$ cat config.mk
export PLATFORM = sky130hd
export DESIGN_NAME = contiguous_ring_space_reserver
export DESIGN_NICKNAME = d
export VERILOG_FILES = /design/src/design/crsr_pkg.sv /design/src/design/crsr_ctrl.sv /design/src/design/crsr_datapath.sv /design/src/design/contiguous_ring_space_reserver.sv
export SDC_FILE = /design/constraint.sdc
export NUM_CORES = 1
export LEC_CHECK = 0
export CORE_MARGIN = 10
export CORE_UTILIZATION = 29
export DETAILED_ROUTE_END_ITERATION = 8
export DONT_BUFFER_PORTS = 1
export PLACE_DENSITY_LB_ADDON = 0.2
export SKIP_LAST_GASP = 1
export SYNTH_ARGS = -nofsm -noshare
export SYNTH_HDL_FRONTEND = slang
export SYNTH_SLANG_ARGS = --single-unit
$ cat constraint.sdc
create_clock -name clock -period 22.6 [get_ports clock]
set_clock_uncertainty 0.2 [all_clocks]
set_input_delay 4.52 -clock clock [delete_from_list [all_inputs] [get_ports clock]]
set_output_delay 4.52 -clock clock [all_outputs]
set_load 0.01 [all_outputs]
$ cat src/design/crsr_pkg.sv
`default_nettype none

package crsr_pkg;

   localparam int BUFFER_BYTES = 65536;

   localparam int FUNC_W     = 2;
   localparam int NBYTES_W   = 17;
   localparam int POSITION_W = 16;
   localparam int COUNT_W    = 17;
   localparam int SLOW_W     = 32;

   typedef enum logic [FUNC_W-1:0] {
      FUNC_RESERVE = 2'd0,
      FUNC_COMMIT  = 2'd1,
      FUNC_PEEK    = 2'd2,
      FUNC_CONSUME = 2'd3
   } func_type;

   typedef struct packed {
      logic load;
      logic exec;
   } cmd_type;

endpackage

`default_nettype wire

$ cat src/design/crsr_ctrl.sv
`default_nettype none

module crsr_ctrl (
   input  wire logic            clock,
   input  wire logic            reset,
   input  wire logic            req_valid,
   output logic                 req_ready,
   output logic                 rsp_valid,
   input  wire logic            rsp_ready,
   output crsr_pkg::cmd_type    cmd
);

   typedef enum logic [1:0] {
      ST_IDLE,
      ST_EXEC,
      ST_HOLD
   } state_type;

   state_type state_ff;
   logic      req_ready_ff;
   logic      rsp_valid_ff;

   always_ff @(posedge clock) begin
      if (reset) begin
         state_ff     <= ST_IDLE;
         req_ready_ff <= 1'b1;
         rsp_valid_ff <= 1'b0;
      end else begin
         case (state_ff)
            ST_IDLE: begin
               if (req_valid) begin
                  state_ff     <= ST_EXEC;
                  req_ready_ff <= 1'b0;
               end
            end
            ST_EXEC: begin
               state_ff     <= ST_HOLD;
               rsp_valid_ff <= 1'b1;
            end
            ST_HOLD: begin
               if (rsp_ready) begin
                  state_ff     <= ST_IDLE;
                  rsp_valid_ff <= 1'b0;
                  req_ready_ff <= 1'b1;
               end
            end
            default: begin
               state_ff     <= ST_IDLE;
               req_ready_ff <= 1'b1;
               rsp_valid_ff <= 1'b0;
            end
         endcase
      end
   end

   assign req_ready = req_ready_ff;
   assign rsp_valid = rsp_valid_ff;
   assign cmd.load  = req_valid & req_ready_ff;
   assign cmd.exec  = (state_ff == ST_EXEC);

endmodule

`default_nettype wire

$ cat src/design/crsr_datapath.sv
`default_nettype none

module crsr_datapath #(
   parameter int BUFFER_BYTES = crsr_pkg::BUFFER_BYTES
) (
   input  wire logic                           clock,
   input  wire logic                           reset,
   input  wire crsr_pkg::cmd_type              cmd,
   input  wire logic [crsr_pkg::FUNC_W-1:0]    req_func,
   input  wire logic [crsr_pkg::NBYTES_W-1:0]  req_nbytes,
   output logic                                rsp_granted,
   output logic [crsr_pkg::POSITION_W-1:0]     rsp_position,
   output logic [crsr_pkg::COUNT_W-1:0]        rsp_byte_count,
   output logic [crsr_pkg::SLOW_W-1:0]         rsp_slow_path_count
);

   localparam int OFS_W = $clog2(BUFFER_BYTES + 1);
   localparam int CW    = (OFS_W > crsr_pkg::NBYTES_W) ? OFS_W : crsr_pkg::NBYTES_W;
   localparam logic [OFS_W-1:0] BUF_W = OFS_W'(BUFFER_BYTES);

   crsr_pkg::func_type              func_ff;
   logic [crsr_pkg::NBYTES_W-1:0]   nbytes_ff;

   logic [OFS_W-1:0]  prod_ff, prod_in;
   logic [OFS_W-1:0]  cons_ff, cons_in;
   logic [OFS_W-1:0]  rec_ff, rec_in;
   logic [OFS_W-1:0]  hint_ff, hint_in;
   logic [crsr_pkg::SLOW_W-1:0] cnt_ff, cnt_in;

   logic                             granted_ff, granted_in;
   logic [crsr_pkg::POSITION_W-1:0]  position_ff, position_in;
   logic [crsr_pkg::COUNT_W-1:0]     count_ff, count_in;

   logic [CW-1:0]     n_x;
   logic [OFS_W-1:0]  tail;
   logic [OFS_W-1:0]  lim;
   logic [OFS_W-1:0]  avail;
   logic [OFS_W-1:0]  step;
   logic [OFS_W-1:0]  pos_v;
   logic [OFS_W-1:0]  count_v;
   logic [31:0]       pos_wide;
   logic [31:0]       count_wide;

   assign n_x = CW'(nbytes_ff);

   always_comb begin
      prod_in    = prod_ff;
      cons_in    = cons_ff;
      rec_in     = rec_ff;
      hint_in    = hint_ff;
      cnt_in     = cnt_ff;
      granted_in = 1'b1;
      tail       = BUF_W - prod_ff;
      lim        = (hint_ff == '0) ? '0 : hint_ff - OFS_W'(1);
      avail      = '0;
      step       = '0;
      pos_v      = '0;
      count_v    = '0;
      case (func_ff)
         crsr_pkg::FUNC_RESERVE: begin
            if (CW'(hint_ff) <= n_x) begin
               if (cons_ff <= prod_ff) begin
                  hint_in = tail;
                  if (CW'(tail) <= n_x) begin
                     rec_in = prod_ff;
                     if (cons_ff != '0) begin
                        prod_in = '0;
                        hint_in = cons_ff;
                     end
                  end
               end else begin
                  hint_in = cons_ff - prod_ff;
               end
               if (CW'(hint_in) <= n_x) begin
                  granted_in = 1'b0;
               end else begin
                  cnt_in = cnt_ff + 1'b1;
               end
            end
            pos_v   = prod_in;
            count_v = hint_in;
         end
         crsr_pkg::FUNC_COMMIT: begin
            step    = (n_x > CW'(lim)) ? lim : n_x[OFS_W-1:0];
            prod_in = prod_ff + step;
            hint_in = hint_ff - step;
            pos_v   = prod_in;
            count_v = hint_in;
         end
         crsr_pkg::FUNC_PEEK: begin
            if (prod_ff < cons_ff) begin
               count_v = (rec_ff > cons_ff) ? rec_ff - cons_ff : '0;
               if (count_v == '0) begin
                  cons_in = '0;
                  count_v = prod_ff;
               end
            end else begin
               count_v = prod_ff - cons_ff;
            end
            pos_v = cons_in;
         end
         crsr_pkg::FUNC_CONSUME: begin
            if (prod_ff >= cons_ff) begin
               avail = prod_ff - cons_ff;
            end else if (rec_ff > cons_ff) begin
               avail = rec_ff - cons_ff;
            end else begin
               avail = '0;
            end
            step    = (n_x > CW'(avail)) ? avail : n_x[OFS_W-1:0];
            cons_in = cons_ff + step;
            pos_v   = cons_in;
            count_v = hint_ff;
         end
         default: begin
            pos_v   = prod_ff;
            count_v = hint_ff;
         end
      endcase
      pos_wide    = 32'(pos_v);
      count_wide  = 32'(count_v);
      position_in = pos_wide[crsr_pkg::POSITION_W-1:0];
      count_in    = count_wide[crsr_pkg::COUNT_W-1:0];
   end

   always_ff @(posedge clock) begin
      if (cmd.load) begin
         func_ff   <= crsr_pkg::func_type'(req_func);
         nbytes_ff <= req_nbytes;
      end
      if (cmd.exec) begin
         granted_ff  <= granted_in;
         position_ff <= position_in;
         count_ff    <= count_in;
      end
   end

   always_ff @(posedge clock) begin
      if (reset) begin
         prod_ff <= '0;
         cons_ff <= '0;
         rec_ff  <= BUF_W;
         hint_ff <= BUF_W;
         cnt_ff  <= '0;
      end else if (cmd.exec) begin
         prod_ff <= prod_in;
         cons_ff <= cons_in;
         rec_ff  <= rec_in;
         hint_ff <= hint_in;
         cnt_ff  <= cnt_in;
      end
   end

   assign rsp_granted         = granted_ff;
   assign rsp_position        = position_ff;
   assign rsp_byte_count      = count_ff;
   assign rsp_slow_path_count = cnt_ff;

endmodule

`default_nettype wire

$ cat src/design/contiguous_ring_space_reserver.sv
// A word accepted in the idle state is executed in the execute state, which
// registers its result on rsp_ and raises rsp_valid.
// The controller walks accept, execute and hold for each word and takes no new
// word until rsp_ready has taken the held result; all offsets are settled in
// the execute state.
// Reset (synchronous, active high): offsets cleared, recorded end and free
// space set to the buffer size, slow-path count cleared, no result pending.
`default_nettype none

module contiguous_ring_space_reserver #(
   parameter int BUFFER_BYTES = crsr_pkg::BUFFER_BYTES
) (
   input  wire logic                           clock,
   input  wire logic                           reset,
   input  wire logic                           req_valid,
   output logic                                req_ready,
   input  wire logic [crsr_pkg::FUNC_W-1:0]    req_func,
   input  wire logic [crsr_pkg::NBYTES_W-1:0]  req_nbytes,
   output logic                                rsp_valid,
   input  wire logic                           rsp_ready,
   output logic                                rsp_granted,
   output logic [crsr_pkg::POSITION_W-1:0]     rsp_position,
   output logic [crsr_pkg::COUNT_W-1:0]        rsp_byte_count,
   output logic [crsr_pkg::SLOW_W-1:0]         rsp_slow_path_count
);

   crsr_pkg::cmd_type cmd;

   crsr_ctrl u_ctrl (
      .clock     (clock),
      .reset     (reset),
      .req_valid (req_valid),
      .req_ready (req_ready),
      .rsp_valid (rsp_valid),
      .rsp_ready (rsp_ready),
      .cmd       (cmd)
   );

   crsr_datapath #(
      .BUFFER_BYTES (BUFFER_BYTES)
   ) u_datapath (
      .clock               (clock),
      .reset               (reset),
      .cmd                 (cmd),
      .req_func            (req_func),
      .req_nbytes          (req_nbytes),
      .rsp_granted         (rsp_granted),
      .rsp_position        (rsp_position),
      .rsp_byte_count      (rsp_byte_count),
      .rsp_slow_path_count (rsp_slow_path_count)
   );

endmodule

`default_nettype wire
# == After elaboration in Yosys (flattened, before gate mapping) ==
# Index checks and enable logic that the tools add are counted.
# classes
n_eq_ne,7
magnitude_cmp,9
addsub,9
n_bitwise,4
reduce_logical,15
n_mux,34
# ops
cell,n
17-bit 2-to-1 mux,20
17-bit case mux with 2 select lines,3
17-bit <= comparator,4
17-bit case mux with 4 select lines,1
17-bit subtractor,4
16-bit case mux with 4 select lines,1
17-bit greater-than comparator,3
17-bit adder,2
17-bit logical NOT,2
32-bit by 1-bit adder with 32-bit output (second input constant),1
17-bit greater-or-equal comparator,1
17-bit less-than comparator,1
17-bit nonzero test,1
17-bit by 1-bit subtractor with 17-bit output (second input constant),1
17-bit subtractor (first input constant),1
2-bit AND reduction,5
2-bit == test (second input constant),3
1-bit case mux with 3 select lines,2
2-bit case mux with 3 select lines,1
5-bit AND reduction,1
2-bit by 1-bit == test with 1-bit output (second input constant),2
2-bit logical NOT,2
1-bit 2-to-1 mux,4
2-bit 2-to-1 mux,2
6 further kinds,10
# totals
in_bits,23
word_cells,91
ff_bits,157
output_inout_bits,68

# == Logic depth before layout (Yosys ltp) ==
# Gate-level depths: netlist (run 1).
# logic_depth
ltp_word,9
ltp_mapped,35
ltp_nobuf,34

# == Modules after synthesis ==
# A second synthesis (run 1) with hierarchy kept.
# unflattened
hier_cells,1958
area_unflattened_um2,15427.3
# modules_own_cells
module,seq_area_each_um2,area_per_inst_um2,cells_per_inst,instances
crsr_datapath,3593.4,15273.4,1944,1
crsr_ctrl,80.1,153.9,14,1

# == Worst setup path before layout (run 1) ==
# Ideal clock, no wire load.
# synth_path
path_kind,register -> register
startpoint,register u_datapath.cons_ff[1]
endpoint,register u_datapath.position_ff (netlist bit u_datapath.rsp_position[14]) (data pin)
t_arrival_ns,6.751
path_buffers,1
required_ns,22.139
path_stages_with_launch,34
path_slack_ns,15.388
setup_time_ns,0.261
synth_period_minus_slack_ns,7.212
path_cell_list,dfxtp_1 > inv_1 > ha_1 > nor2b_1 > o31a_1 > or4_1 > a41o_1 > or2_2 > o21a_1 > nor2_1 > mux2_2 > inv_1 > ha_1 > nor2b_1 > o21ai_0 > a21oi_1 > nor4_1 > o31a_1 > a41oi_1 > clkbuf_1 > nand2_1 > o21ai_0 > ha_1 > inv_1 > fa_1 > nor2b_1 > o2111a_1 > nor3_1 > o31ai_1 > o211ai_1 > o2bb2ai_1 > xor2_1 > o21ai_0 > a311o_1
# synth_between
elab_chain_len,8
elab_cells_between_ends,21
classes_between,add/sub (3); order compare (5); mux (11); reduce/logical (2)
# synth_lines
element,line,text
"start, declared",crsr_datapath.sv:25,"logic [OFS_W-1:0] cons_ff, cons_in;"
"start signal, assigned",crsr_datapath.sv:147,cons_ff <= cons_in;
17-bit subtractor or 17-bit greater-than comparator (tied branches),"crsr_datapath.sv:92, crsr_datapath.sv:106, crsr_datapath.sv:105",
17-bit 2-to-1 mux,"crsr_datapath.sv:92, crsr_datapath.sv:105",
17-bit 2-to-1 mux,crsr_datapath.sv:103,if (prod_ff >= cons_ff) begin
17-bit 2-to-1 mux,crsr_datapath.sv:59,case (func_ff)
17-bit greater-than comparator,crsr_datapath.sv:110,step = (n_x > CW'(avail)) ? avail : n_x[OFS_W-1:0];
17-bit 2-to-1 mux,crsr_datapath.sv:110,
17-bit adder,crsr_datapath.sv:111,cons_in = cons_ff + step;
16-bit case mux with 4 select lines (*),crsr_datapath.sv:59,
named net u_datapath.pos_v[14],crsr_datapath.sv:39,logic [OFS_W-1:0] pos_v;
"end signal, assigned",crsr_datapath.sv:133,position_ff <= position_in;
"end, declared",crsr_datapath.sv:31,"logic [crsr_pkg::POSITION_W-1:0] position_ff, position_in;"
# The timed path passes the listed nets; every way through them passes the cells marked *. The select of a mux whose other input is x is not followed.
# A chain may end at the register's enable or synchronous reset.

# == Final worst setup path (run 1) ==
# Same ends and word-level chain as after synthesis.

==> results of run 1 <==
flip-flops by register name (all words and copies together) (netlist names), 16 cells and up:
name and cells:
u_datapath.rec_ff 17, u_datapath.prod_ff 17, u_datapath.n_x 17, u_datapath.cons_ff 17, u_datapath.rsp_position 16, u_datapath.rsp_byte_count 17
u_datapath.rsp_slow_path_count 32, u_datapath.hint_ff 17
cell type report:
| class | count | area share |
|---|---|---|
| Clock buffer | 22 | 0.0289 |
| Antenna cell | 1 | 0.000151 |
| Tap cell | 680 | 0.0512 |
| Sequential cell | 157 | 0.221 |
| Multi-Input combinational cell | 1576 | 0.649 |
| Inverter | 122 | 0.0275 |
| Clock inverter | 10 | 0.00760 |
| Timing Repair Buffer | 32 | 0.0145 |
per-stage QoR:
step | util | hold WS [ns] | cells
global placement | 0.310 | 0.272 | 2567
finish | 0.321 | 0.293 | 2600
global route | 0.321 | 0.328 | 2599
floorplan | - | 0.255 | 1942
CTS | 0.321 | 0.298 | 2599
detailed placement | 0.310 | 0.281 | 2567
worst reg2reg max path: cells and delay by family (launching register included):
family	cells	cell delay, ns
buffers and inverters	4	0.73
AOI/OAI and AO/OA	14	3.53
and+or+nand+nor	9	2.26
DFF	1	0.50
muxes	1	0.32
adders and majority gates	4	1.31
xor gates and xnor gates	1	0.20
layout by cell type, fill, tap and decap left out, types with 6 or more instances in the layout:
cell / n
mux2_2: 6
o21bai_1: 11
nor2b_1: 24
nor2_1: 241
nand4_1: 35
a221oi_1: 13
a22oi_1: 14
fa_1: 6
inv_1: 121
xor2_1: 59
dfxtp_1: 104
o31ai_1: 13
buf_4: 32
a21o_1: 35
xnor2_1: 71
clkbuf_16: 18
nand2b_1: 13
o31a_1: 6
ha_1: 188
a21oi_1: 181
or2_2: 7
nand2_1: 156
nand3_1: 41
and2_1: 18
mux2i_1: 34
and3_1: 13
a22o_1: 11
a32oi_1: 7
edfxtp_1: 53
a31oi_1: 16
nor4_1: 21
or3_1: 12
o21ai_0: 110
nor3_1: 42
a211oi_1: 28
o21a_1: 21
and4_1: 12
o211ai_1: 6
cells by family after synthesis:
logic type | after synthesis | share of synthesized area
AOI/OAI and AO/OA | 555 | 0.238
DFF | 157 | 0.241
muxes | 41 | 0.0282
and+or+nand+nor | 656 | 0.202
xor gates and xnor gates | 130 | 0.0747
buffers and inverters | 209 | 0.0542
adders and majority gates | 194 | 0.162
routing by layer:
layer | track usage | share of wire | up-vias
met3 | 0.0583 | 0.087 | 109
met1 | 0.269 | 0.45 | 7106
met5 | 0 | 0.00026 | -
li1 | - | - | 6967
met4 | 0.0644 | 0.029 | 2
met2 | 0.311 | 0.43 | 633
power breakdown:
part           internal, mW  leakage (nW)  switching [mW]
Sequential            0.313          1.34          0.0254
Clock                 0.176         0.303           0.136
Combinational         0.351          5.21           0.646
Total                 0.840          6.85           0.807
worst max-delay path by stage:
| stage | start | end | slack [ns] | depth (start not counted) |
|---|---|---|---|---|
| 2_1_floorplan | u_datapath.cons_ff[1] | u_datapath.rsp_position[14] | 15.39 | 33 |
| 3_3_place_gp | u_datapath.cons_ff[1] | u_datapath.rsp_position[14] | 13.60 | 33 |
| 3_5_place_dp | u_datapath.cons_ff[1] | u_datapath.rsp_position[14] | 13.48 | 33 |
| 4_1_cts | u_datapath.cons_ff[1] | u_datapath.rsp_position[14] | 13.43 | 33 |
| 5_1_grt | u_datapath.cons_ff[1] | u_datapath.rsp_position[14] | 12.73 | 33 |
| 6_report | u_datapath.cons_ff[1] | u_datapath.rsp_position[14] | 13.28 | 33 |
==> qor.yml, run 1 <==
outcome: "finished clean"
yosys_most_used_dff: "dfxtp_1"
synth.area.top_cells: "ha_1 15%, dfxtp_1 14%, edfxtp_1 10%"
rsz0062_at_grt: "no"
remaining_drc_errors: 0
setup_tns_ns: 0
reg2reg_to: "u_datapath.rsp_position[14]"
cts_setup_buffers: 0
htreeDepth: 4
cts_buffers: 17
layout_setup_ws_ns: 13.28
grt_max_degree: 83
cp.arrival_ns: 9.33
vias: 14800
viasPerCell: 5.70
power_mw: 1.65
cts_tree: "built"
ys_seq_area_frac: 0.241
netlist.area_leader.share: 0.154
numClockSinks: 157
final_max_slew_viol_count: 0
start_util: 0.295
synth.avg_cell_area_sq_um: 7.85
multiInputGateArea_sq_um: 10800
cts.repair.resized: 0
place_congestion: 1.02
hold_class: "flip-flop to flip-flop"
clock_path_buffers: 2
setup_viol: 0
insertion_delay_ns: 0.47
required_ns: 22.61
yosysUniqueCellTypes: 87
syn-instance-count: 1942
dieWidth_um: 249
die_h_um: 249
whs_path_depth: 2
drive_gt1_frac: 0.0573
hpwl_um: 52800
syn_nets: 2159
area_delta_synth_final_pct: 9.03
endpoint_kind: "flip-flop"
wl_um: 66300
synth_edf_count: 53
yosysWarningCount: 0
nets: 2123
grt_pass1_vias: 13600
fin_crit_ns: 9.32
maxCapViolCount: 0
syn-cell-area_sq_um: 15200
worstPathMaxFanout: 33
portBuffers: 0
holdPathEnd: "u_datapath.rec_ff[0]"
reg2reg_depth: 33
slowest_delay_ns: 0.81
pre_cts_slack_ns: 13.48
antenna_found_initial: 6
path_buf_inv: 4
fp-row-count: 83
place_area_sq_um: 16000
synth_most_common_cell: "nor2_1"
slew_headroom: 0.200
final_hold_viol_count: 0
fin_crit_sh: 0.412
antenna_left: 0
async_flop_share: 0
min_from: "u_datapath.rec_ff[0]"
powerDensity_nw_per_um2: 99.1
core_area_sq_um: 51700
cts.clk_slew.worst_paths_ns: 0.07
die-area_sq_um: 62100
grt_pass1_wl_um: 94700
fillers: 5639
cp_slowest_cell: "o31ai_1"
r2r_slack_ns: 13.28
cts-root-buf: "clkbuf_16"
ff_latch_area_sq_um: 3670
worst_pin_slew_ns: 1.19
yosysTopAreaCell: "ha_1"
drt_iter0_drc: 1408
startpoint_type: "flip-flop"
cp_top_family: "compound AO/OA/AOI/OAI gates"
drtPass1Iterations: 6
fin_area_sq_um: 16600
r2r_start: "u_datapath.cons_ff[1]"
ir_worst_vdd_mv: 0.0539
ioPinCount: 91
fmax_ghz: 0.107
ys_seq_elements: 157
power_leakage_nw: 6.85
hold_buffers: 0
wl_per_cell_um: 25.5
groute.usage.overall: 0.203
path_class: "flip-flop to flip-flop"
netlist_top_cells_count: "242 x nor2_1, 188 x ha_1, 181 x a21oi_1, 156 x nand2_1, 121 x inv_1"
grt_overflow_total: 0
No activity file was read; power rests on OpenSTA's default activity.
==> run 2: changes to the inputs <==
==> constraint.sdc (replaced) <==
create_clock -name clock -period 9.6 [get_ports clock]
set_clock_uncertainty 0.2 [all_clocks]
set_input_delay 1.92 -clock clock [delete_from_list [all_inputs] [get_ports clock]]
set_output_delay 1.92 -clock clock [all_outputs]
set_load 0.01 [all_outputs]
==> qor.yml, run 2 (synthesis gave the netlist of run 1 again) <==
fp-row-count: 83  # unchanged
ioPinCount: 91  # unchanged
nets: 2135  # +0.57%
cp_slowest_cell: "o31ai_1"
cp.arrival_ns: 8.79  # -0.54 ns
cts_setup_buffers: 0  # unchanged
required_ns: 9.64  # -12.97 ns
rsz0062_at_grt: "no"
grt_overflow_total: 0  # unchanged
core_area_sq_um: 51700  # unchanged
wl_um: 67700  # +2.1%
place_area_sq_um: 16100  # +0.52%
grt_pass1_vias: 14200  # +4.2%
insertion_delay_ns: 0.49  # +0.02 ns
layout_common_cells: "242 x nor2_1, 188 x ha_1, 180 x a21oi_1, 156 x nand2_1, 121 x inv_1"
cp_top_family: "compound AO/OA/AOI/OAI gates"
fin_util: 0.322  # +0.000678
power_leakage_nw: 6.88  # +0.39%
wl_per_cell_um: 25.9  # +1.7%
cts_buffers: 17  # unchanged
dieWidth_um: 249  # unchanged
portBuffers: 0  # unchanged
startpoint_type: "flip-flop"
path_buf_inv: 3  # -1
powerDensity_nw_per_um2: 232  # +130%
hold_buffers: 0  # unchanged
min_from: "u_datapath.rec_ff[0]"
viasPerCell: 5.78  # +1.4%
setup_tns_ns: 0  # unchanged
ir_worst_vdd_mv: 0.138  # +160%
cts.repair.resized: 0  # unchanged
final_hold_viol_count: 0  # unchanged
area_delta_synth_final_pct: 9.26
numClockSinks: 157  # unchanged
clock_path_buffers: 2  # unchanged
setup_viol: 0  # unchanged
endpoint_kind: "flip-flop"
outcome: "finished clean"
diodes: 0  # -1
power_mw: 3.86  # +130%
remaining_drc_errors: 0  # unchanged
groute.usage.overall: 0.210  # +0.00704
r2r_start: "u_datapath.cons_ff[1]"
cts.clk_slew.worst_paths_ns: 0.07  # about the same
fin_crit_sh: 0.911  # +0.499
use_met2: 0.313  # +0.00178
fmax_ghz: 0.114  # +6.5%
busiest_layer: "met2"
vias: 15100  # +1.8%
hold_class: "flip-flop to flip-flop"
mostFrequentLayoutCell: "nor2_1"
worstPathMaxFanout: 7  # -79%
largest_reg_flops: 32  # unchanged
die-area_sq_um: 62100  # unchanged
grt_max_degree: 83  # unchanged
grtUsageMet1: 0.280  # +0.0111
place_congestion: 1.04  # +2.0%
drt_iter0_drc: 1445  # +2.6%
antenna_left: 0  # unchanged
die_h_um: 249  # unchanged
slew_headroom: 0.112  # -0.0884
worst_pin_slew_ns: 1.32  # +0.132 ns
final_max_slew_viol_count: 0  # unchanged
antenna_found_initial: 5  # -1
cts-root-buf: "clkbuf_16"
fin_area_sq_um: 16700  # +0.21%
grt_pass1_wl_um: 98000  # +3.6%
path_class: "flip-flop to flip-flop"
start_util: 0.295  # unchanged
htreeDepth: 4  # unchanged
drtPass1Iterations: 6  # unchanged
maxCapViolCount: 0  # unchanged
fin_crit_ns: 8.75  # -0.571 ns
slowest_delay_ns: 0.87  # +0.06 ns
drive_gt1_frac: 0.0621  # +0.00482
met3_usage: 0.0535  # -0.00478
hpwl_um: 54100  # +2.5%
cp-startpoint: "u_datapath.cons_ff[1]"
cts_tree: "built"
-- run 2: changes by cell type in the layout (fill, tap and decap cells not counted), sizes merged --
cell      before  now
clkbuf        22   17
clkinv         4    7
buf           32   44
diode          1    0
inv          126  127
clkinvlp       0    2
bufinv         2    1
-- run 2: path summary, 6_finish.rpt --
kind | to | slack, ns | cells after the start
min | u_datapath.rec_ff[0] | 0.29 | 2
max | u_datapath.rsp_position[14] | 0.85 | 31
min reg2reg | u_datapath.rec_ff[0] | 0.29 | 2
max reg2reg | u_datapath.rsp_position[14] | 0.85 | 31
-- run 2: cell type report --
type	instances	area, sq um
clock inverter	15	136
fill	5546	35100
inverter	122	458
clock buffer	17	425
timing repair buffer	44	330
multi-input combinational	1576	10800
tap	680	851
sequential	157	3670
-- run 2: worst reg2reg max path: cells and delay by family (launching register included) --
| kind | cells | cell delay (ns) |
|---|---|---|
| flops | 1 | 0.48 |
| compound gates | 16 | 3.98 |
| xor+xnor | 1 | 0.19 |
| fa+ha+maj | 4 | 1.33 |
| buf+inv | 3 | 0.55 |
| simple gates | 7 | 1.74 |
-- run 2: metrics by stage --
step                      hold slack [ns]  setup WS, ns  std cells
after floorplan                     0.255          2.39       1942
after global placement              0.274          1.21       2579
after detailed placement            0.285          1.13       2579
after CTS                           0.302          1.08       2611
after global routing                0.331         0.363       2611
final                               0.290         0.852       2611
-- run 2: power breakdown --
| part | total [mW] | leakage (nW) | internal (mW) | switching (mW) |
|---|---|---|---|---|
| combinational | 2.38 | 5.26 | 0.835 | 1.55 |
| clock | 0.686 | 0.272 | 0.360 | 0.326 |
| sequential | 0.795 | 1.34 | 0.738 | 0.0567 |
-- run 2: routing by layer --
layer	vias up	wire [um]
li1	7004	-
met2	706	28800
met4	4	2750
met1	7251	29900
met5	-	23
met3	126	6180
==> run 3: changes to the inputs <==
--- a/config.mk
+++ b/config.mk
@@ -9,8 +9,9 @@
 export CORE_UTILIZATION = 29
 export DETAILED_ROUTE_END_ITERATION = 8
 export DONT_BUFFER_PORTS = 1
-export PLACE_DENSITY_LB_ADDON = 0.2
+export PLACE_DENSITY_LB_ADDON = 0.05
 export SKIP_LAST_GASP = 1
 export SYNTH_ARGS = -nofsm -noshare
 export SYNTH_HDL_FRONTEND = slang
+export SYNTH_HIERARCHICAL = 1
 export SYNTH_SLANG_ARGS = --single-unit
==> qor.yml, run 3 <==
fin_crit_sh: 0.908  # -0.00287
insertion_delay_ns: 0.50  # about the same
power_leakage_nw: 7.01  # +1.9%
cts-root-buf: "clkbuf_16"
ys_seq_area_frac: 0.238  # -0.00281
setup_tns_ns: 0  # unchanged
start_util: 0.293  # -0.00183
fin_util: 0.321  # -0.00106
slowest_delay_ns: 0.77  # -0.10 ns
yosys_most_used_dff: "dfxtp_1"
drive_gt1_frac: 0.0649  # +0.00272
cp.arrival_ns: 8.95  # +0.16 ns
fp-row-count: 84  # +1.2%
setup_viol: 0  # unchanged
netlist_top_cells_count: "235 x nor2_1, 188 x ha_1, 167 x a21oi_1, 156 x nand2_1, 117 x inv_1"
dieWidth_um: 251  # +0.54%
hold_class: "flip-flop to flip-flop"
hold_buffers: 0  # unchanged
synth_edf_count: 53  # unchanged
layout_common_cells: "235 x nor2_1, 188 x ha_1, 166 x a21oi_1, 156 x nand2_1, 117 x inv_1"
synth_most_common_cell: "nor2_1"
synth.area.top_cells: "ha_1 15%, dfxtp_1 13%, edfxtp_1 10%"
path_class: "flip-flop to flip-flop"
cp_slowest_cell: "a31oi_2"
wl_um: 70800  # +4.5%
drt_iter0_drc: 1096  # -24%
vias: 14900  # -1.3%
grt_max_degree: 95  # +14%
power_mw: 5.16  # +33%
yosysTopAreaCell: "ha_1"
synth.avg_cell_area_sq_um: 7.88  # +0.35%
mostFrequentLayoutCell: "nor2_1"
cts_tree: "built"
viasPerCell: 5.62  # -2.7%
ir_worst_vdd_mv: 0.173  # +25%
syn-instance-count: 1958  # +0.82%
placed_cells: 2614  # +1.4%
drtPass1Iterations: 5  # -1
clock_path_buffers: 2  # unchanged
syn-cell-area_sq_um: 15400  # +1.2%
r2r_start: "u_datapath/prod_ff[2]"
async_flop_share: 0  # unchanged
groute.usage.overall: 0.221  # +0.0111
final_max_slew_viol_count: 0  # unchanged
place_area_sq_um: 16300  # +1.5%
core_area_sq_um: 52700  # +1.8%
antenna_left: 0  # unchanged
ioPinCount: 91  # unchanged
min_from: "u_ctrl/state_ff[1]"
portBuffers: 0  # unchanged
netlist.area_leader.share: 0.152  # -0.00180
die-area_sq_um: 62800  # +1.1%
cts_setup_buffers: 0  # unchanged
ys_seq_elements: 157  # unchanged
startpoint_type: "flip-flop"
syn_nets: 2175  # +0.74%
largest_reg_flops: 32  # unchanged
instances_no_fill: 2648  # +1.4%
yosysUniqueCellTypes: 90  # +3.4%
grt_overflow_total: 0  # unchanged
nets: 2162  # +1.3%
htreeDepth: 4  # unchanged
rsz0062_at_grt: "no"
fin_crit_ns: 8.72  # -0.0275 ns
worst_pin_slew_ns: 1.26  # -0.0679 ns
cts.repair.resized: 0  # unchanged
antenna_found_initial: 1  # -4
hpwl_um: 56000  # +3.6%
grt_pass1_wl_um: 103000  # +5.2%
slew_headroom: 0.160  # +0.0481
die_h_um: 251  # +0.54%
cts.clk_slew.worst_paths_ns: 0.07  # about the same
endpoint_kind: "flip-flop"
numClockSinks: 157  # unchanged
fin_area_sq_um: 16900  # +1.5%
powerDensity_nw_per_um2: 305  # +31%
remaining_drc_errors: 0  # unchanged
cts_buffers: 17  # unchanged
worstPathMaxFanout: 19  # +12
fmax_ghz: 0.115  # +0.32%
place_congestion: 0.935  # -9.9%
wl_per_cell_um: 26.7  # +3.1%
grt_pass1_vias: 14500  # +1.8%
area_delta_synth_final_pct: 9.58
outcome: "finished clean"
cp-startpoint: "u_datapath/prod_ff[2]"
final_hold_viol_count: 0  # unchanged
yosysWarningCount: 6  # +6
maxCapViolCount: 0  # unchanged
required_ns: 9.82  # +0.18 ns
==> run 3: cell types whose count changed in the layout (fill, tap and decap cells not counted), moves of 9 or more <==
cell	before	now
xor2_1	59	38
buf_4	44	53
o21ai_1	4	17
a21o_1	35	54
a21oi_1	180	166
o21ai_0	110	96
nand3_1	41	58
nand4_1	35	26
==> run 3: worst paths after layout <==
path                                 end  slack [ns]  depth (start not counted)
hold reg to reg       u_ctrl/state_ff[0]        0.28                          1
hold / removal        u_ctrl/state_ff[0]        0.28                          1
setup reg to reg  u_datapath/cons_ff[16]        0.88                         28
setup / recovery  u_datapath/cons_ff[16]        0.88                         28
==> run 3: power breakdown <==
group / total (mW) / internal, mW / switching (mW) / leakage [nW]
combinational: 3.65 / 1.30 / 2.35 / 5.38
clock: 0.693 / 0.357 / 0.336 / 0.286
sequential: 0.816 / 0.754 / 0.0623 / 1.34
total: 5.16 / 2.41 / 2.75 / 7.01
==> run 3: critical path: cells and delay by family, from the launching register on <==
family                   cells  cell delay, ns
AND/OR/NAND/NOR              7            1.65
flip-flops                   1            0.71
adder cells (fa/ha/maj)      3            1.15
AO/OA/AOI/OAI               15            4.42
buffers and inverters        2            0.40
XOR/XNOR                     1            0.13
==> run 3: cells by family (layout without fill, tap and decap cells) <==
family	after synthesis	count (layout)	share of synthesized area
flops	157	157	0.238
fa+ha+maj	194	194	0.160
other cells	0	2	0
compound gates	568	568	0.242
mux	49	49	0.0333
buf+inv	205	205	0.0526
xor+xnor	117	117	0.0664
simple gates	668	668	0.207
==> run 3: cell type report <==
class,count,area (sq um)
Timing Repair Buffer,53,398
Multi-Input combinational cell,1596,11000
Sequential cell,157,3670
Fill cell,5567,35800
Tap cell,688,861
Clock buffer,19,464
Clock inverter,13,98.8
Antenna cell,2,5.00
Inverter,120,450
==> run 3: routing by layer <==
metal  global-route usage  up-vias  wire (um)
met5                    0        -          0
met4               0.0664        0       1410
met3               0.0328       61       4020
met2                0.348      426      32100
met1                0.305     7278      33300
li1                     -     7124          -
==> run 3: metrics by stage <==
stage          setup slack, ns  hold WS, ns
2_1_floorplan             2.23        0.244
3_3_place_gp              1.14        0.260
5_1_grt                  0.341        0.310
3_5_place_dp             0.931        0.269
6_report                 0.879        0.276
4_1_cts                  0.913        0.278
